**src/design/assert_macros.svh**
```systemverilog
// Assertion macros shared by the scheduler modules.
// Each macro expects a clock named clk and an active-low reset named arst_n in scope.
`ifndef ASSERT_MACROS_SVH
`define ASSERT_MACROS_SVH
`ifndef SYNTHESIS
`define STS_ASSERT_NOW(lbl, pre, con, msg) \
	lbl: assert property (@(posedge clk) disable iff (!arst_n) (pre) |-> (con)) \
		else $error(msg);
`define STS_ASSERT_NEXT(lbl, pre, con, msg) \
	lbl: assert property (@(posedge clk) disable iff (!arst_n) (pre) |=> (con)) \
		else $error(msg);
`else
`define STS_ASSERT_NOW(lbl, pre, con, msg)
`define STS_ASSERT_NEXT(lbl, pre, con, msg)
`endif
`endif

```
**src/design/sts_pkg.sv**
```systemverilog
// Shared types, constants and the slot ID table of the telemetry slot scheduler.
// No dependencies.
`timescale 1ns / 1ps
package sts_pkg;

	localparam int FRAME_BYTES     = 25;
	localparam int SLOTS_PER_GROUP = 8;
	localparam int TOTAL_SLOTS     = 32;

	localparam int SLOT_IDX_W = $clog2(TOTAL_SLOTS);
	localparam int SLOT_CNT_W = $clog2(SLOTS_PER_GROUP);
	localparam int GROUP_W    = SLOT_IDX_W - SLOT_CNT_W;
	localparam int BCNT_W     = 5;
	localparam int TIMER_W    = 16;
	localparam int VALUE_W    = 16;

	localparam logic [7:0] HEADER_BYTE = 8'h0F;
	localparam logic [7:0] FOOTER_SBUS = 8'h00;
	localparam logic [3:0] FOOTER_SBUS2_LOW = 4'h4;
	localparam logic [BCNT_W-1:0] BYTE_COUNT_MAX = {BCNT_W{1'b1}};
	localparam logic [BCNT_W-1:0] FRAME_LEN = BCNT_W'(FRAME_BYTES);
	localparam logic [TIMER_W-1:0] TIMER_MAX = {TIMER_W{1'b1}};
	localparam logic [SLOT_CNT_W-1:0] LAST_SLOT = SLOT_CNT_W'(SLOTS_PER_GROUP - 1);

	typedef enum logic [1:0] {
		FUNC_RX_BYTE  = 2'd0,
		FUNC_TICK     = 2'd1,
		FUNC_VALUE_WR = 2'd2
	} sts_func_t;

	typedef enum logic [1:0] {
		REG_SLOT_ZERO_DELAY  = 2'd0,
		REG_INTER_SLOT_DELAY = 2'd1,
		REG_FRAME_GAP        = 2'd2,
		REG_PRESENT_MASK     = 2'd3
	} sts_reg_t;

	typedef enum logic [1:0] {
		BYTE_ID   = 2'd0,
		BYTE_LOW  = 2'd1,
		BYTE_HIGH = 2'd2
	} sts_byte_sel_t;

	typedef struct packed {
		logic        en;
		logic [1:0]  index;
		logic [31:0] data;
	} sts_cfg_wr_t;

	typedef struct packed {
		logic                  en;
		logic [SLOT_IDX_W-1:0] addr;
		logic [VALUE_W-1:0]    data;
	} sts_ram_wr_t;

	typedef struct packed {
		logic                  en;
		logic [SLOT_IDX_W-1:0] addr;
	} sts_ram_rd_t;

	typedef struct packed {
		logic       fire;
		logic [7:0] slot_id;
	} sts_job_t;

	typedef struct packed {
		logic job_wait;
		logic byte_hold;
	} sts_emit_status_t;

	localparam logic [7:0] SLOT_ID_TABLE [TOTAL_SLOTS] = '{
		8'h03, 8'h83, 8'h43, 8'hC3, 8'h23, 8'hA3, 8'h63, 8'hE3,
		8'h13, 8'h93, 8'h53, 8'hD3, 8'h33, 8'hB3, 8'h73, 8'hF3,
		8'h0B, 8'h8B, 8'h4B, 8'hCB, 8'h2B, 8'hAB, 8'h6B, 8'hEB,
		8'h1B, 8'h9B, 8'h5B, 8'hDB, 8'h3B, 8'hBB, 8'h7B, 8'hFB
	};

endpackage

```
**src/design/sbus2_telemetry_slot_scheduler.sv**
```systemverilog
// Top level of the telemetry slot scheduler: ports, input decode and block wiring.
// Depends on sts_pkg, sts_frame_sched, sts_value_ram, sts_tx_emitter, assert_macros.svh.
`timescale 1ns / 1ps
`include "assert_macros.svh"
// Usage:
// The slave stream carries one command per transfer; the command code on s_axis_tuser
// selects a received bus byte, a one microsecond tick, or a sensor value write. The
// frame scheduler keeps the frame and burst state in registers and the 32 sensor
// values sit in a one-port-write, one-port-read memory with a registered read.
// A tick that fires a present slot reads its value from the memory; in the next cycle
// the emitter loads the slot ID and value and sends three bytes on the master stream,
// ID, value low byte and value high byte, with tlast on the high byte. The first output
// byte follows the memory read and job registers, then the emitter's byte registers.
// Bytes, value writes and ticks that fire nothing are taken one per cycle while no
// fired slot holds the input. A tick that fires a slot occupies the block for the
// memory read and the three output bytes; the next command is taken in the cycle
// the high byte transfers. When the receiver stalls, the output byte holds and
// s_axis_tready drops until the last byte of the current slot has been taken.
// The configuration channel is always ready and takes one register write per transfer.
// Reset restores the register defaults, clears the frame and burst state, and marks
// every stored value as zero through per-entry valid bits, with no clearing pass.
module sbus2_telemetry_slot_scheduler (
	input  logic        clk,
	input  logic        arst_n,
	input  logic        s_axis_tvalid,
	output logic        s_axis_tready,
	// [7:0] rx_byte, [12:8] slot_index, [28:13] sensor_value, [31:29] zero
	input  logic [31:0] s_axis_tdata,
	// [1:0] func
	input  logic [1:0]  s_axis_tuser,
	output logic        m_axis_tvalid,
	input  logic        m_axis_tready,
	// [7:0] tx_byte
	output logic [7:0]  m_axis_tdata,
	output logic        m_axis_tlast,
	input  logic        cfg_valid,
	output logic        cfg_ready,
	input  logic [1:0]  cfg_index,
	input  logic [31:0] cfg_data
);
	import sts_pkg::*;

	sts_cfg_wr_t      cfg_wr;
	sts_ram_wr_t      ram_wr;
	sts_ram_rd_t      ram_rd;
	sts_job_t         job;
	sts_emit_status_t emit_status;
	logic [VALUE_W-1:0] rd_data;
	logic             in_accept;

	// Configuration writes land directly in the scheduler registers.
	assign cfg_ready    = 1'b1;
	assign cfg_wr.en    = cfg_valid;
	assign cfg_wr.index = cfg_index;
	assign cfg_wr.data  = cfg_data;

	// Hold off new commands only while a fired slot has bytes still to send.
	assign s_axis_tready = !emit_status.job_wait && !emit_status.byte_hold;
	assign in_accept     = s_axis_tvalid && s_axis_tready;

	sts_frame_sched u_sched (
		.clk          (clk),
		.arst_n       (arst_n),
		.cfg          (cfg_wr),
		.accept       (in_accept),
		.func         (s_axis_tuser),
		.rx_byte      (s_axis_tdata[7:0]),
		.slot_index   (s_axis_tdata[12:8]),
		.sensor_value (s_axis_tdata[28:13]),
		.ram_wr       (ram_wr),
		.ram_rd       (ram_rd),
		.job          (job)
	);

	sts_value_ram u_ram (
		.clk     (clk),
		.arst_n  (arst_n),
		.wr      (ram_wr),
		.rd      (ram_rd),
		.rd_data (rd_data)
	);

	sts_tx_emitter u_emit (
		.clk       (clk),
		.arst_n    (arst_n),
		.job       (job),
		.rd_data   (rd_data),
		.out_valid (m_axis_tvalid),
		.out_ready (m_axis_tready),
		.out_byte  (m_axis_tdata),
		.out_last  (m_axis_tlast),
		.status    (emit_status)
	);

	// A firing tick must close the input until its bytes have drained.
	`STS_ASSERT_NEXT(a_fire_blocks_input, in_accept && job.fire, !s_axis_tready, "input open after a fire")

endmodule

```
**src/design/sts_value_ram.sv**
```systemverilog
// Sensor value store: one write port, one registered read port, per-entry valid bits.
// Depends on sts_pkg.
`timescale 1ns / 1ps
module sts_value_ram (
	input  logic                              clk,
	input  logic                              arst_n,
	input  sts_pkg::sts_ram_wr_t              wr,
	input  sts_pkg::sts_ram_rd_t              rd,
	output logic [sts_pkg::VALUE_W-1:0]       rd_data
);
	import sts_pkg::*;

	logic [VALUE_W-1:0]     mem [TOTAL_SLOTS];
	logic [TOTAL_SLOTS-1:0] valid_q;
	logic [VALUE_W-1:0]     data_q;
	logic                   hit_q;

	always_ff @(posedge clk) begin
		if (wr.en) begin
			mem[wr.addr] <= wr.data;
		end
		if (rd.en) begin
			data_q <= mem[rd.addr];
		end
	end

	// An entry never written reads as zero, matching the cleared reset state.
	always_ff @(posedge clk or negedge arst_n) begin
		if (!arst_n) begin
			valid_q <= '0;
			hit_q   <= 1'b0;
		end else begin
			if (wr.en) begin
				valid_q[wr.addr] <= 1'b1;
			end
			if (rd.en) begin
				hit_q <= valid_q[rd.addr];
			end
		end
	end

	assign rd_data = hit_q ? data_q : '0;

endmodule

```
**src/design/sts_frame_sched.sv**
```systemverilog
// Frame detection by idle time, slot group selection and the slot firing schedule.
// Depends on sts_pkg and assert_macros.svh.
`timescale 1ns / 1ps
`include "assert_macros.svh"
module sts_frame_sched (
	input  logic                              clk,
	input  logic                              arst_n,
	input  sts_pkg::sts_cfg_wr_t              cfg,
	input  logic                              accept,
	input  logic [1:0]                        func,
	input  logic [7:0]                        rx_byte,
	input  logic [sts_pkg::SLOT_IDX_W-1:0]    slot_index,
	input  logic [sts_pkg::VALUE_W-1:0]       sensor_value,
	output sts_pkg::sts_ram_wr_t              ram_wr,
	output sts_pkg::sts_ram_rd_t              ram_rd,
	output sts_pkg::sts_job_t                 job
);
	import sts_pkg::*;

	logic [TIMER_W-1:0]    zero_delay_q;
	logic [TIMER_W-1:0]    inter_delay_q;
	logic [TIMER_W-1:0]    frame_gap_q;
	logic [TOTAL_SLOTS-1:0] mask_q;

	logic [GROUP_W-1:0]    group_q;
	logic                  mute_q;
	logic [BCNT_W-1:0]     byte_count_q;
	logic                  header_ok_q;
	logic [7:0]            footer_q;
	logic [TIMER_W-1:0]    idle_q;
	logic                  burst_q;
	logic [SLOT_CNT_W-1:0] slot_cnt_q;
	logic [TIMER_W-1:0]    slot_timer_q;

	logic                  is_tick;
	logic                  is_byte;
	logic                  frame_open;
	logic [TIMER_W-1:0]    idle_inc;
	logic                  close;
	logic                  frame_ok;
	logic                  footer_sbus;
	logic                  footer_sbus2;
	logic                  start;
	logic [GROUP_W-1:0]    group_eff;
	logic                  burst_eff;
	logic [SLOT_CNT_W-1:0] cnt_eff;
	logic [TIMER_W-1:0]    timer_eff;
	logic [TIMER_W-1:0]    target;
	logic                  fire;
	logic [SLOT_IDX_W-1:0] idx;
	logic                  present;

	always_comb begin
		is_tick = 1'b0;
		is_byte = 1'b0;
		ram_wr  = '0;
		case (func)
			FUNC_RX_BYTE:  is_byte = accept;
			FUNC_TICK:     is_tick = accept;
			FUNC_VALUE_WR: begin
				ram_wr.en   = accept;
				ram_wr.addr = slot_index;
				ram_wr.data = sensor_value;
			end
			default: ;
		endcase
	end

	always_comb begin
		frame_open   = (byte_count_q != '0);
		idle_inc     = (idle_q != TIMER_MAX) ? idle_q + 1'b1 : idle_q;
		close        = frame_open && (idle_inc >= frame_gap_q);
		frame_ok     = (byte_count_q == FRAME_LEN) && header_ok_q;
		footer_sbus  = (footer_q == FOOTER_SBUS);
		footer_sbus2 = (footer_q[7:6] == 2'b00) && (footer_q[3:0] == FOOTER_SBUS2_LOW);
		start        = close && frame_ok && ((footer_sbus && !mute_q) || footer_sbus2);

		group_eff = group_q;
		if (close && frame_ok && footer_sbus && !mute_q) begin
			group_eff = group_q + 1'b1;
		end else if (close && frame_ok && footer_sbus2) begin
			group_eff = footer_q[4 +: GROUP_W];
		end

		// A burst start takes over the idle time already elapsed and skips the increment.
		burst_eff = start || burst_q;
		cnt_eff   = start ? '0 : slot_cnt_q;
		if (start) begin
			timer_eff = idle_inc;
		end else if (burst_q && slot_timer_q != TIMER_MAX) begin
			timer_eff = slot_timer_q + 1'b1;
		end else begin
			timer_eff = slot_timer_q;
		end

		if (cnt_eff == '0) begin
			target = zero_delay_q;
		end else if (inter_delay_q == '0) begin
			target = TIMER_W'(1);
		end else begin
			target = inter_delay_q;
		end

		fire    = burst_eff && (timer_eff >= target);
		idx     = {group_eff, cnt_eff};
		present = mask_q[idx];
	end

	assign ram_rd.en    = is_tick && fire && present;
	assign ram_rd.addr  = idx;
	assign job.fire     = is_tick && fire && present;
	assign job.slot_id  = SLOT_ID_TABLE[idx];

	always_ff @(posedge clk or negedge arst_n) begin
		if (!arst_n) begin
			zero_delay_q  <= TIMER_W'(2000);
			inter_delay_q <= TIMER_W'(660);
			frame_gap_q   <= TIMER_W'(500);
			mask_q        <= '0;
		end else if (cfg.en) begin
			case (sts_reg_t'(cfg.index))
				REG_SLOT_ZERO_DELAY:  zero_delay_q  <= cfg.data[TIMER_W-1:0];
				REG_INTER_SLOT_DELAY: inter_delay_q <= cfg.data[TIMER_W-1:0];
				REG_FRAME_GAP:        frame_gap_q   <= cfg.data[TIMER_W-1:0];
				REG_PRESENT_MASK:     mask_q        <= cfg.data[TOTAL_SLOTS-1:0];
				default: ;
			endcase
		end
	end

	always_ff @(posedge clk or negedge arst_n) begin
		if (!arst_n) begin
			group_q      <= '0;
			mute_q       <= 1'b1;
			byte_count_q <= '0;
			header_ok_q  <= 1'b0;
			footer_q     <= '0;
			idle_q       <= '0;
			burst_q      <= 1'b0;
			slot_cnt_q   <= '0;
			slot_timer_q <= '0;
		end else if (is_byte) begin
			if (byte_count_q == '0) begin
				header_ok_q <= (rx_byte == HEADER_BYTE);
			end
			if (byte_count_q != BYTE_COUNT_MAX) begin
				byte_count_q <= byte_count_q + 1'b1;
			end
			footer_q <= rx_byte;
			idle_q   <= '0;
		end else if (is_tick) begin
			group_q <= group_eff;
			if (close && frame_ok && footer_sbus) begin
				mute_q <= !mute_q;
			end
			if (close) begin
				byte_count_q <= '0;
				header_ok_q  <= 1'b0;
				idle_q       <= '0;
			end else if (frame_open) begin
				idle_q <= idle_inc;
			end
			if (fire) begin
				slot_timer_q <= '0;
				if (cnt_eff == LAST_SLOT) begin
					slot_cnt_q <= '0;
					burst_q    <= 1'b0;
				end else begin
					slot_cnt_q <= cnt_eff + 1'b1;
					burst_q    <= 1'b1;
				end
			end else begin
				slot_timer_q <= timer_eff;
				slot_cnt_q   <= cnt_eff;
				burst_q      <= burst_eff;
			end
		end
	end

	`STS_ASSERT_NOW(a_idle_slot_zero, !burst_q, slot_cnt_q == '0, "slot counter set outside a burst")
	`STS_ASSERT_NOW(a_closed_no_idle, byte_count_q == '0, idle_q == '0, "idle count runs with no open frame")

endmodule

```
**src/design/sts_tx_emitter.sv**
```systemverilog
// Output stage: registers the job for the value read, then sends ID, low, high bytes.
// Depends on sts_pkg and assert_macros.svh.
`timescale 1ns / 1ps
`include "assert_macros.svh"
module sts_tx_emitter (
	input  logic                              clk,
	input  logic                              arst_n,
	input  sts_pkg::sts_job_t                 job,
	input  logic [sts_pkg::VALUE_W-1:0]       rd_data,
	output logic                              out_valid,
	input  logic                              out_ready,
	output logic [7:0]                        out_byte,
	output logic                              out_last,
	output sts_pkg::sts_emit_status_t         status
);
	import sts_pkg::*;

	sts_job_t          job_s1;
	logic              emit_valid_q;
	sts_byte_sel_t     sel_q;
	logic [7:0]        id_q;
	logic [VALUE_W-1:0] value_q;

	always_ff @(posedge clk or negedge arst_n) begin
		if (!arst_n) begin
			job_s1       <= '0;
			emit_valid_q <= 1'b0;
			sel_q        <= BYTE_ID;
		end else begin
			job_s1 <= job;
			if (job_s1.fire) begin
				emit_valid_q <= 1'b1;
				sel_q        <= BYTE_ID;
			end else if (emit_valid_q && out_ready) begin
				case (sel_q)
					BYTE_ID:   sel_q <= BYTE_LOW;
					BYTE_LOW:  sel_q <= BYTE_HIGH;
					BYTE_HIGH: emit_valid_q <= 1'b0;
					default:   emit_valid_q <= 1'b0;
				endcase
			end
		end
	end

	always_ff @(posedge clk) begin
		if (job_s1.fire) begin
			id_q    <= job_s1.slot_id;
			value_q <= rd_data;
		end
	end

	always_comb begin
		case (sel_q)
			BYTE_ID:   out_byte = id_q;
			BYTE_LOW:  out_byte = value_q[7:0];
			BYTE_HIGH: out_byte = value_q[15:8];
			default:   out_byte = id_q;
		endcase
	end

	assign out_valid        = emit_valid_q;
	assign out_last         = (sel_q == BYTE_HIGH);
	assign status.job_wait  = job_s1.fire;
	assign status.byte_hold = emit_valid_q && !(out_ready && sel_q == BYTE_HIGH);

	`STS_ASSERT_NOW(a_no_overrun, job_s1.fire, !emit_valid_q, "slot job arrived while bytes still pending")
	`STS_ASSERT_NEXT(a_load_first, job_s1.fire, emit_valid_q && sel_q == BYTE_ID, "slot job not loaded")

endmodule

```
**config.mk**
```make
export PLATFORM = sky130hd
export DESIGN_NAME = sbus2_telemetry_slot_scheduler
export DESIGN_NICKNAME = d
export VERILOG_FILES = /design/src/design/sts_pkg.sv /design/src/design/sbus2_telemetry_slot_scheduler.sv /design/src/design/sts_value_ram.sv /design/src/design/sts_frame_sched.sv /design/src/design/sts_tx_emitter.sv
export VERILOG_INCLUDE_DIRS = /design/src /design/src/design
export SDC_FILE = /design/constraint.sdc
export NUM_CORES = 1
export LEC_CHECK = 0
export BUFFER_PORTS_ARGS = -buffer_cell sky130_fd_sc_hd__buf_4
export CORE_UTILIZATION = 45
export DETAILED_ROUTE_END_ITERATION = 6
export GPL_TIMING_DRIVEN = 0
export HOLD_SLACK_MARGIN = 0.05
export PLACE_DENSITY = 0.59
export REMOVE_ABC_BUFFERS = 1
export SLEW_MARGIN = 0
export SYNTH_ARGS = -nofsm -noshare
export SYNTH_HDL_FRONTEND = slang
export SYNTH_HIERARCHICAL = 1
export SYNTH_SLANG_ARGS = --single-unit
```
**constraint.sdc**
```tcl
create_clock -name clk -period 6.3 [get_ports clk]
set_clock_uncertainty 0.1 [all_clocks]
set_input_delay 0 -clock clk [delete_from_list [all_inputs] [get_ports clk]]
set_output_delay 0 -clock clk [all_outputs]
set_load 0.05 [all_outputs]
```
# After elaboration in Yosys (flattened, before gate mapping)
# Memories as Yosys holds them, arrays and structs flattened. A register that Yosys moved wholly into a read port is not among the register bits.
# Index checks and enable logic that the tools add are counted.
[totals]
word_cells = 147
register_bits = 194
input_bits = 73
out_inout_bits = 12
memories = 2
romBits = 256
latchBits = 0
ram_bits = 512
[classes]
bitwise = 3
mul = 0
div = 0
magnitude_cmp = 5
n_reduce_logical = 52
n_addsub = 5
n_eq_ne = 17
mux = 43
shift = 0
[mem_list]
columns = ["name", "words", "word_bits", "rd", "rd_clocked_by_memory_dff", "wr", "line_no", "source"]
rows = [
  ["u_ram.mem", 32, 16, 1, 1, 1, "sts_value_ram.sv:13", "logic [VALUE_W-1:0] mem [TOTAL_SLOTS];"],
  ["(no name shown)", 32, 8, 1, 1, 0, "sts_frame_sched.sv:112", "assign job.slot_id = SLOT_ID_TABLE[idx];"],
]
[ops]
columns = ["op", "n"]
rows = [
  ["16-bit two-way mux", 10],
  ["16-bit by 1-bit adder with 16-bit output (second input constant)", 2],
  ["16-bit greater-or-equal comparator", 2],
  ["16-bit != test (second input constant)", 2],
  ["32-bit OR", 1],
  ["22-bit two-way mux", 1],
  ["5-bit two-way mux", 4],
  ["1-bit logical AND", 19],
  ["16-bit zero test", 1],
  ["1-bit two-way mux", 16],
  ["8-bit one-hot mux with 2 select lines", 1],
  ["2-bit AND reduction", 8],
  ["5-bit by 6-bit < comparator with 1-bit output (second input constant)", 2],
  ["1-bit binary-select mux with 5-bit select", 2],
  ["3-bit two-way mux", 3],
  ["3-bit AND reduction", 3],
  ["2-bit == test (second input constant)", 4],
  ["8-bit by 4-bit == test with 1-bit output (second input constant)", 1],
  ["2-bit zero test", 4],
  ["8-bit zero test", 1],
  ["2-bit two-way mux", 4],
  ["2-bit by 1-bit == test with 1-bit output (second input constant)", 3],
  ["5-bit inverter with 6-bit output", 1],
  ["2-bit nonzero test", 3],
  ["20 further kinds", 27],
]

# Longest topological paths before layout
[depth]
ltp_word = 13
ltp_mapped = 34
depth_no_buf = 30

# Cells and area by module
# The synthesis kept the hierarchy.
[by_module_without_submodules]
columns = ["module", "cells_per_inst", "seq_area_each_um2", "instances", "area_each_um2"]
rows = [
  ["sts_value_ram", 913, 16681.0, 1, 21494.4],
  ["sts_frame_sched", 722, 3349.5, 1, 7644.8],
  ["sts_tx_emitter", 78, 1021.0, 1, 1285.0],
  ["sbus2_telemetry_slot_scheduler", 4, 0.0, 1, 27.5],
]

# Worst setup path after synthesis
# No wires, ideal clock.
[synth_timing]
path_kind = "register -> register"
from = "register u_sched.idle_q[0]"
to = "register u_ram.hit_q"
path_buffers = 4
arrival_time_ns = 6.040
slack_ns = 0.017
setup_time_ns = 0.142
t_required_ns = 6.058
path_stages_with_launch = 35
period_less_slack_ns = 6.283
cell_sequence = "dfrtp_1 ha_1 and3_1 and4_1 and3_1 nor2_1 and4_1 xnor2_1 inv_1 ha_1 a21oi_1 o21ai_0 a21oi_1 nand3_1 nand2_1 buf_2 nand2_1 ha_1 o21ai_0 buf_2 buf_2 nor2_1 a21oi_1 ha_1 nand2b_1 a211oi_1 o31ai_1 a2111oi_0 o221ai_1 and2_1 nand2_1 a221oi_1 buf_4 nor2_1 a41oi_1"
[synth_lines]
columns = ["element", "line_no", "source"]
rows = [
  ["start: declaration", "sts_frame_sched.sv:30", "logic [TIMER_W-1:0] idle_q;"],
  ["start signal: assignment", "sts_frame_sched.sv:161", "idle_q <= idle_inc;"],
  ["end signal: assignment", "sts_value_ram.sv:37", "hit_q <= valid_q[rd.addr];"],
  ["end: declaration", "sts_value_ram.sv:16", "logic hit_q;"],
]

==> flow_metrics.env <==
export IMPL_status="completed"
export IMPL_grt_util_all_layers=0.214
export IMPL_p_per_area_nw_per_um2=295
export IMPL_rsz0062_at_grt="true"
export IMPL_p_leak_uw=0.0118
export IMPL_first_global_vias=16700
export IMPL_syn_instance_count=1717
export IMPL_gp_congestion=0.798
export IMPL_drtIter0Drc=1243
export IMPL_whs_ns=0.0705
export IMPL_worstSetupPathType="register to register"
export IMPL_finalSetupTns_ns=0
export IMPL_synth_enable_flop_cells=552
export IMPL_worst_path_max_fanout=9
export IMPL_final_max_slew_viol_count=0
export IMPL_routed_via_density=5.61
export IMPL_dp_hpwl_um=45000
export IMPL_die_h_um=262
export IMPL_p_total_uw=10800
export IMPL_largest_reg_flops=512
export IMPL_drt_pass1_iter_count=5
export IMPL_reg_top3="u_ram/mem x512, u_ram/valid_q x32, u_sched/mask_q x32"
export IMPL_start_util=0.454
export IMPL_synthesis_area_um2=30500
export IMPL_worstMarginPinSlew_ns=1.36
export IMPL_slew_headroom=0.0949
export IMPL_cts_tree="done"
export IMPL_layout_drive_gt1_share=0.348
export IMPL_syn_avg_cell_area_um2=17.7
export IMPL_ys_warn_count=6
export IMPL_ys_types=69
export IMPL_fmax_mhz=162
export IMPL_setup_worst_path_start_class="register"
export IMPL_critPathCaptureType="register"
export IMPL_drc=0
export IMPL_hold_viol_final=0
export IMPL_final_core_util=0.549
export IMPL_root_buffer="clkbuf_16"
export IMPL_die_area_um2=68700
export IMPL_diodes=0
export IMPL_dp_cells=2633
export IMPL_hp_class="input pin to register"
export IMPL_yosysSeqAreaShare=0.691
export IMPL_dieWidth_um=262
export IMPL_fin_nets=2051
export IMPL_areaGrowthSynthToFinish_pct=20.8
export IMPL_required_ns=6.53
export IMPL_htreeDepth=3
export IMPL_antenna_found_initial=1
export IMPL_synth_seq_cells=730
export IMPL_core_area_um2=67000
export IMPL_period_share=0.979
export IMPL_io_pins=85
export IMPL_async_reset_ff_frac=0.244
export IMPL_routedWlPerCell_um=25.0
export IMPL_cts_sinks=730
export IMPL_cap_violations=0
export IMPL_clock_latency_ns=0.62
export IMPL_io_buffers=80
export IMPL_grt_pass1_wl_um=107000
export IMPL_grt_max_degree=117
export IMPL_arrival_ns=6.40
export IMPL_vias=16100
export IMPL_cts_made_buffers=77
export IMPL_grt_overflow=0
export IMPL_regMostFlops="u_ram/mem"
export IMPL_fin_crit_ns=6.17
export IMPL_fin_cells=2871
export IMPL_core_rowCount=95
export IMPL_yosys_most_used_dff="edfxtp_1"
export IMPL_drt_wl_total_um=71900
export IMPL_cts_max_path_buffers=3
export IMPL_antenna_left=0
export IMPL_clkTransAtPathRegs_ns=0.06
export IMPL_setup_violations_final=0
export IMPL_ir_worst_vdd_mv=0.211
==> cell usage after synthesis, drive strengths merged, types with 3 or more instances <==
master,number,area [µm²]
a211oi,4,30.0
a21o,5,37.5
a21oi,45,229
a22o,22,193
a22oi,11,82.6
a31oi,5,31.3
and2,42,263
and3,9,57.6
and4,4,35.0
buf,50,309
clkbuf,32,121
conb,3,11.3
dfrtp,161,4030
dfstp,17,447
edfxtp,552,16600
ha,44,551
inv,46,173
mux2,108,1220
mux2i,40,400
mux4,164,3690
nand2,55,206
nand2b,9,56.3
nand3,15,75.1
nand3b,9,67.6
nand4,12,75.1
nor2,86,323
nor2b,6,37.5
nor3,21,110
nor3b,5,42.5
nor4,4,25.0
o21ai,33,169
o31ai,4,30.0
or2,33,206
or3,4,25.0
or3b,4,35.0
xnor2,15,131
xor2,14,123
==> worst max-delay path, cell delays in order (launching register included) <==
cell,delay (ns)
dfrtp_2,0.40
ha_4,0.14
and3_4,0.21
and4_4,0.28
and3_4,0.26
mux2i_4,0.28
inv_1,0.07
ha_1,0.29
a2111oi_2,0.42
nand3b_1,0.21
buf_6,0.14
nand3_4,0.11
nand2_8,0.13
nand2_2,0.13
ha_4,0.24
o21ai_4,0.07
buf_4,0.14
mux2i_1,0.29
ha_1,0.19
nand4_1,0.22
nor3_1,0.21
o21ai_1,0.11
o221ai_2,0.30
and2_4,0.23
nand2_2,0.06
a221oi_4,0.22
buf_12,0.16
bufbuf_16,0.27
==> report_power, final <==
part	switching (µW)	leakage (µW)	internal, µW
registers	104	0.00640	5340
clock network	1840	0.00126	2770
logic	417	0.00418	368
==> per-stage QoR <==
step           setup slack [ns]  area (µm²)
2_1_floorplan             -3.58       30000
4_1_cts                  0.0178       36400
3_5_place_dp              -1.60       32800
5_1_grt                 -0.0951       36800
6_report                  0.133       36800
3_3_place_gp              -7.27       31700
==> cells in the final DEF, fill, tap and decap left out, types with 6 or more instances in the layout <==
cell           count
a21oi_1           39
a22o_1            22
a22oi_1           11
and2_1            40
and3_1             6
buf_16            25
buf_4            107
buf_8             16
bufinv_16         10
clkbuf_1          14
clkbuf_16         79
clkinv_1          17
clkinv_2          10
dfrtp_1          156
dfstp_2           17
dlygate4sd3_1     60
edfxtp_1         552
ha_1              39
inv_1             42
mux2_2           107
mux2i_1           38
mux4_2           164
nand2_1           51
nand2b_1           9
nand3_1           10
nand3b_1           9
nand4_1           12
nor2_1            51
nor2_2            33
nor3_1            18
o21ai_0           27
or2_2             33
xnor2_1           10
xor2_1            11
==> what timing repair did <==
| action | 4_1_cts | 5_1_grt |
|---|---|---|
| gates resized for setup | 44 | 43 |
| gates cloned | 2 | 0 |
| hold buffers | 61 | 0 |
| setup buffers | 17 | 16 |
| endpoints found under the setup margin | 54 | 46 |
| pin swaps | 12 | 18 |
| endpoints found under the hold margin | 278 | 0 |
==> layer usage <==
| layer | GRT usage | share of wire | vias to the layer above |
|---|---|---|---|
| met5 | 0 | 0 | - |
| met4 | 0.0613 | 0.023 | 0 |
| met3 | 0.0378 | 0.046 | 101 |
| li1 | - | - | 7173 |
| met1 | 0.279 | 0.42 | 8459 |
| met2 | 0.368 | 0.51 | 361 |
==> cell families after synthesis <==
kind of cell,count (synthesis),share of synthesized area
flip-flops,730,0.691
adder cells (fa/ha/maj),44,0.0181
multiplexers,312,0.174
AO/OA/AOI/OAI,148,0.0325
XOR/XNOR,29,0.00834
buffers and inverters,128,0.0198
AND/OR/NAND/NOR,323,0.0553
other,3,0.000370
==> worst paths after layout <==
check | start | endpoint | slack (ns) | cells past startpoint
setup / recovery | u_sched/idle_q[1]$_DFFE_PN0P_ | u_ram/data_q[15]$_DFFE_PP_ | 0.13 | 27
max in group asynchronous | arst_n | u_sched/mask_q[29]$_DFFE_PN0P_ | 4.99 | 4
setup reg to reg | u_sched/idle_q[1]$_DFFE_PN0P_ | u_ram/data_q[15]$_DFFE_PP_ | 0.13 | 27
hold reg to reg | u_emit/job_s1[0]$_DFF_PN0_ | u_emit/id_q[0]$_DFFE_PP_ | 0.32 | 0
hold / removal | cfg_data[17] | u_sched/mask_q[17]$_DFFE_PN0P_ | 0.07 | 3
min in group asynchronous | arst_n | u_sched/frame_gap_q[8]$_DFFE_PN1P_ | 0.48 | 3
==> layout make-up <==
type,instances,area (µm²)
fill,5220,30200
sequential,730,21100
multi-input combinational,861,9350
timing repair buffer,218,2500
clock buffer,98,2100
tap,873,1090
clock inverter,45,495
inverter,46,193
(Power assumes the default switching activity.)
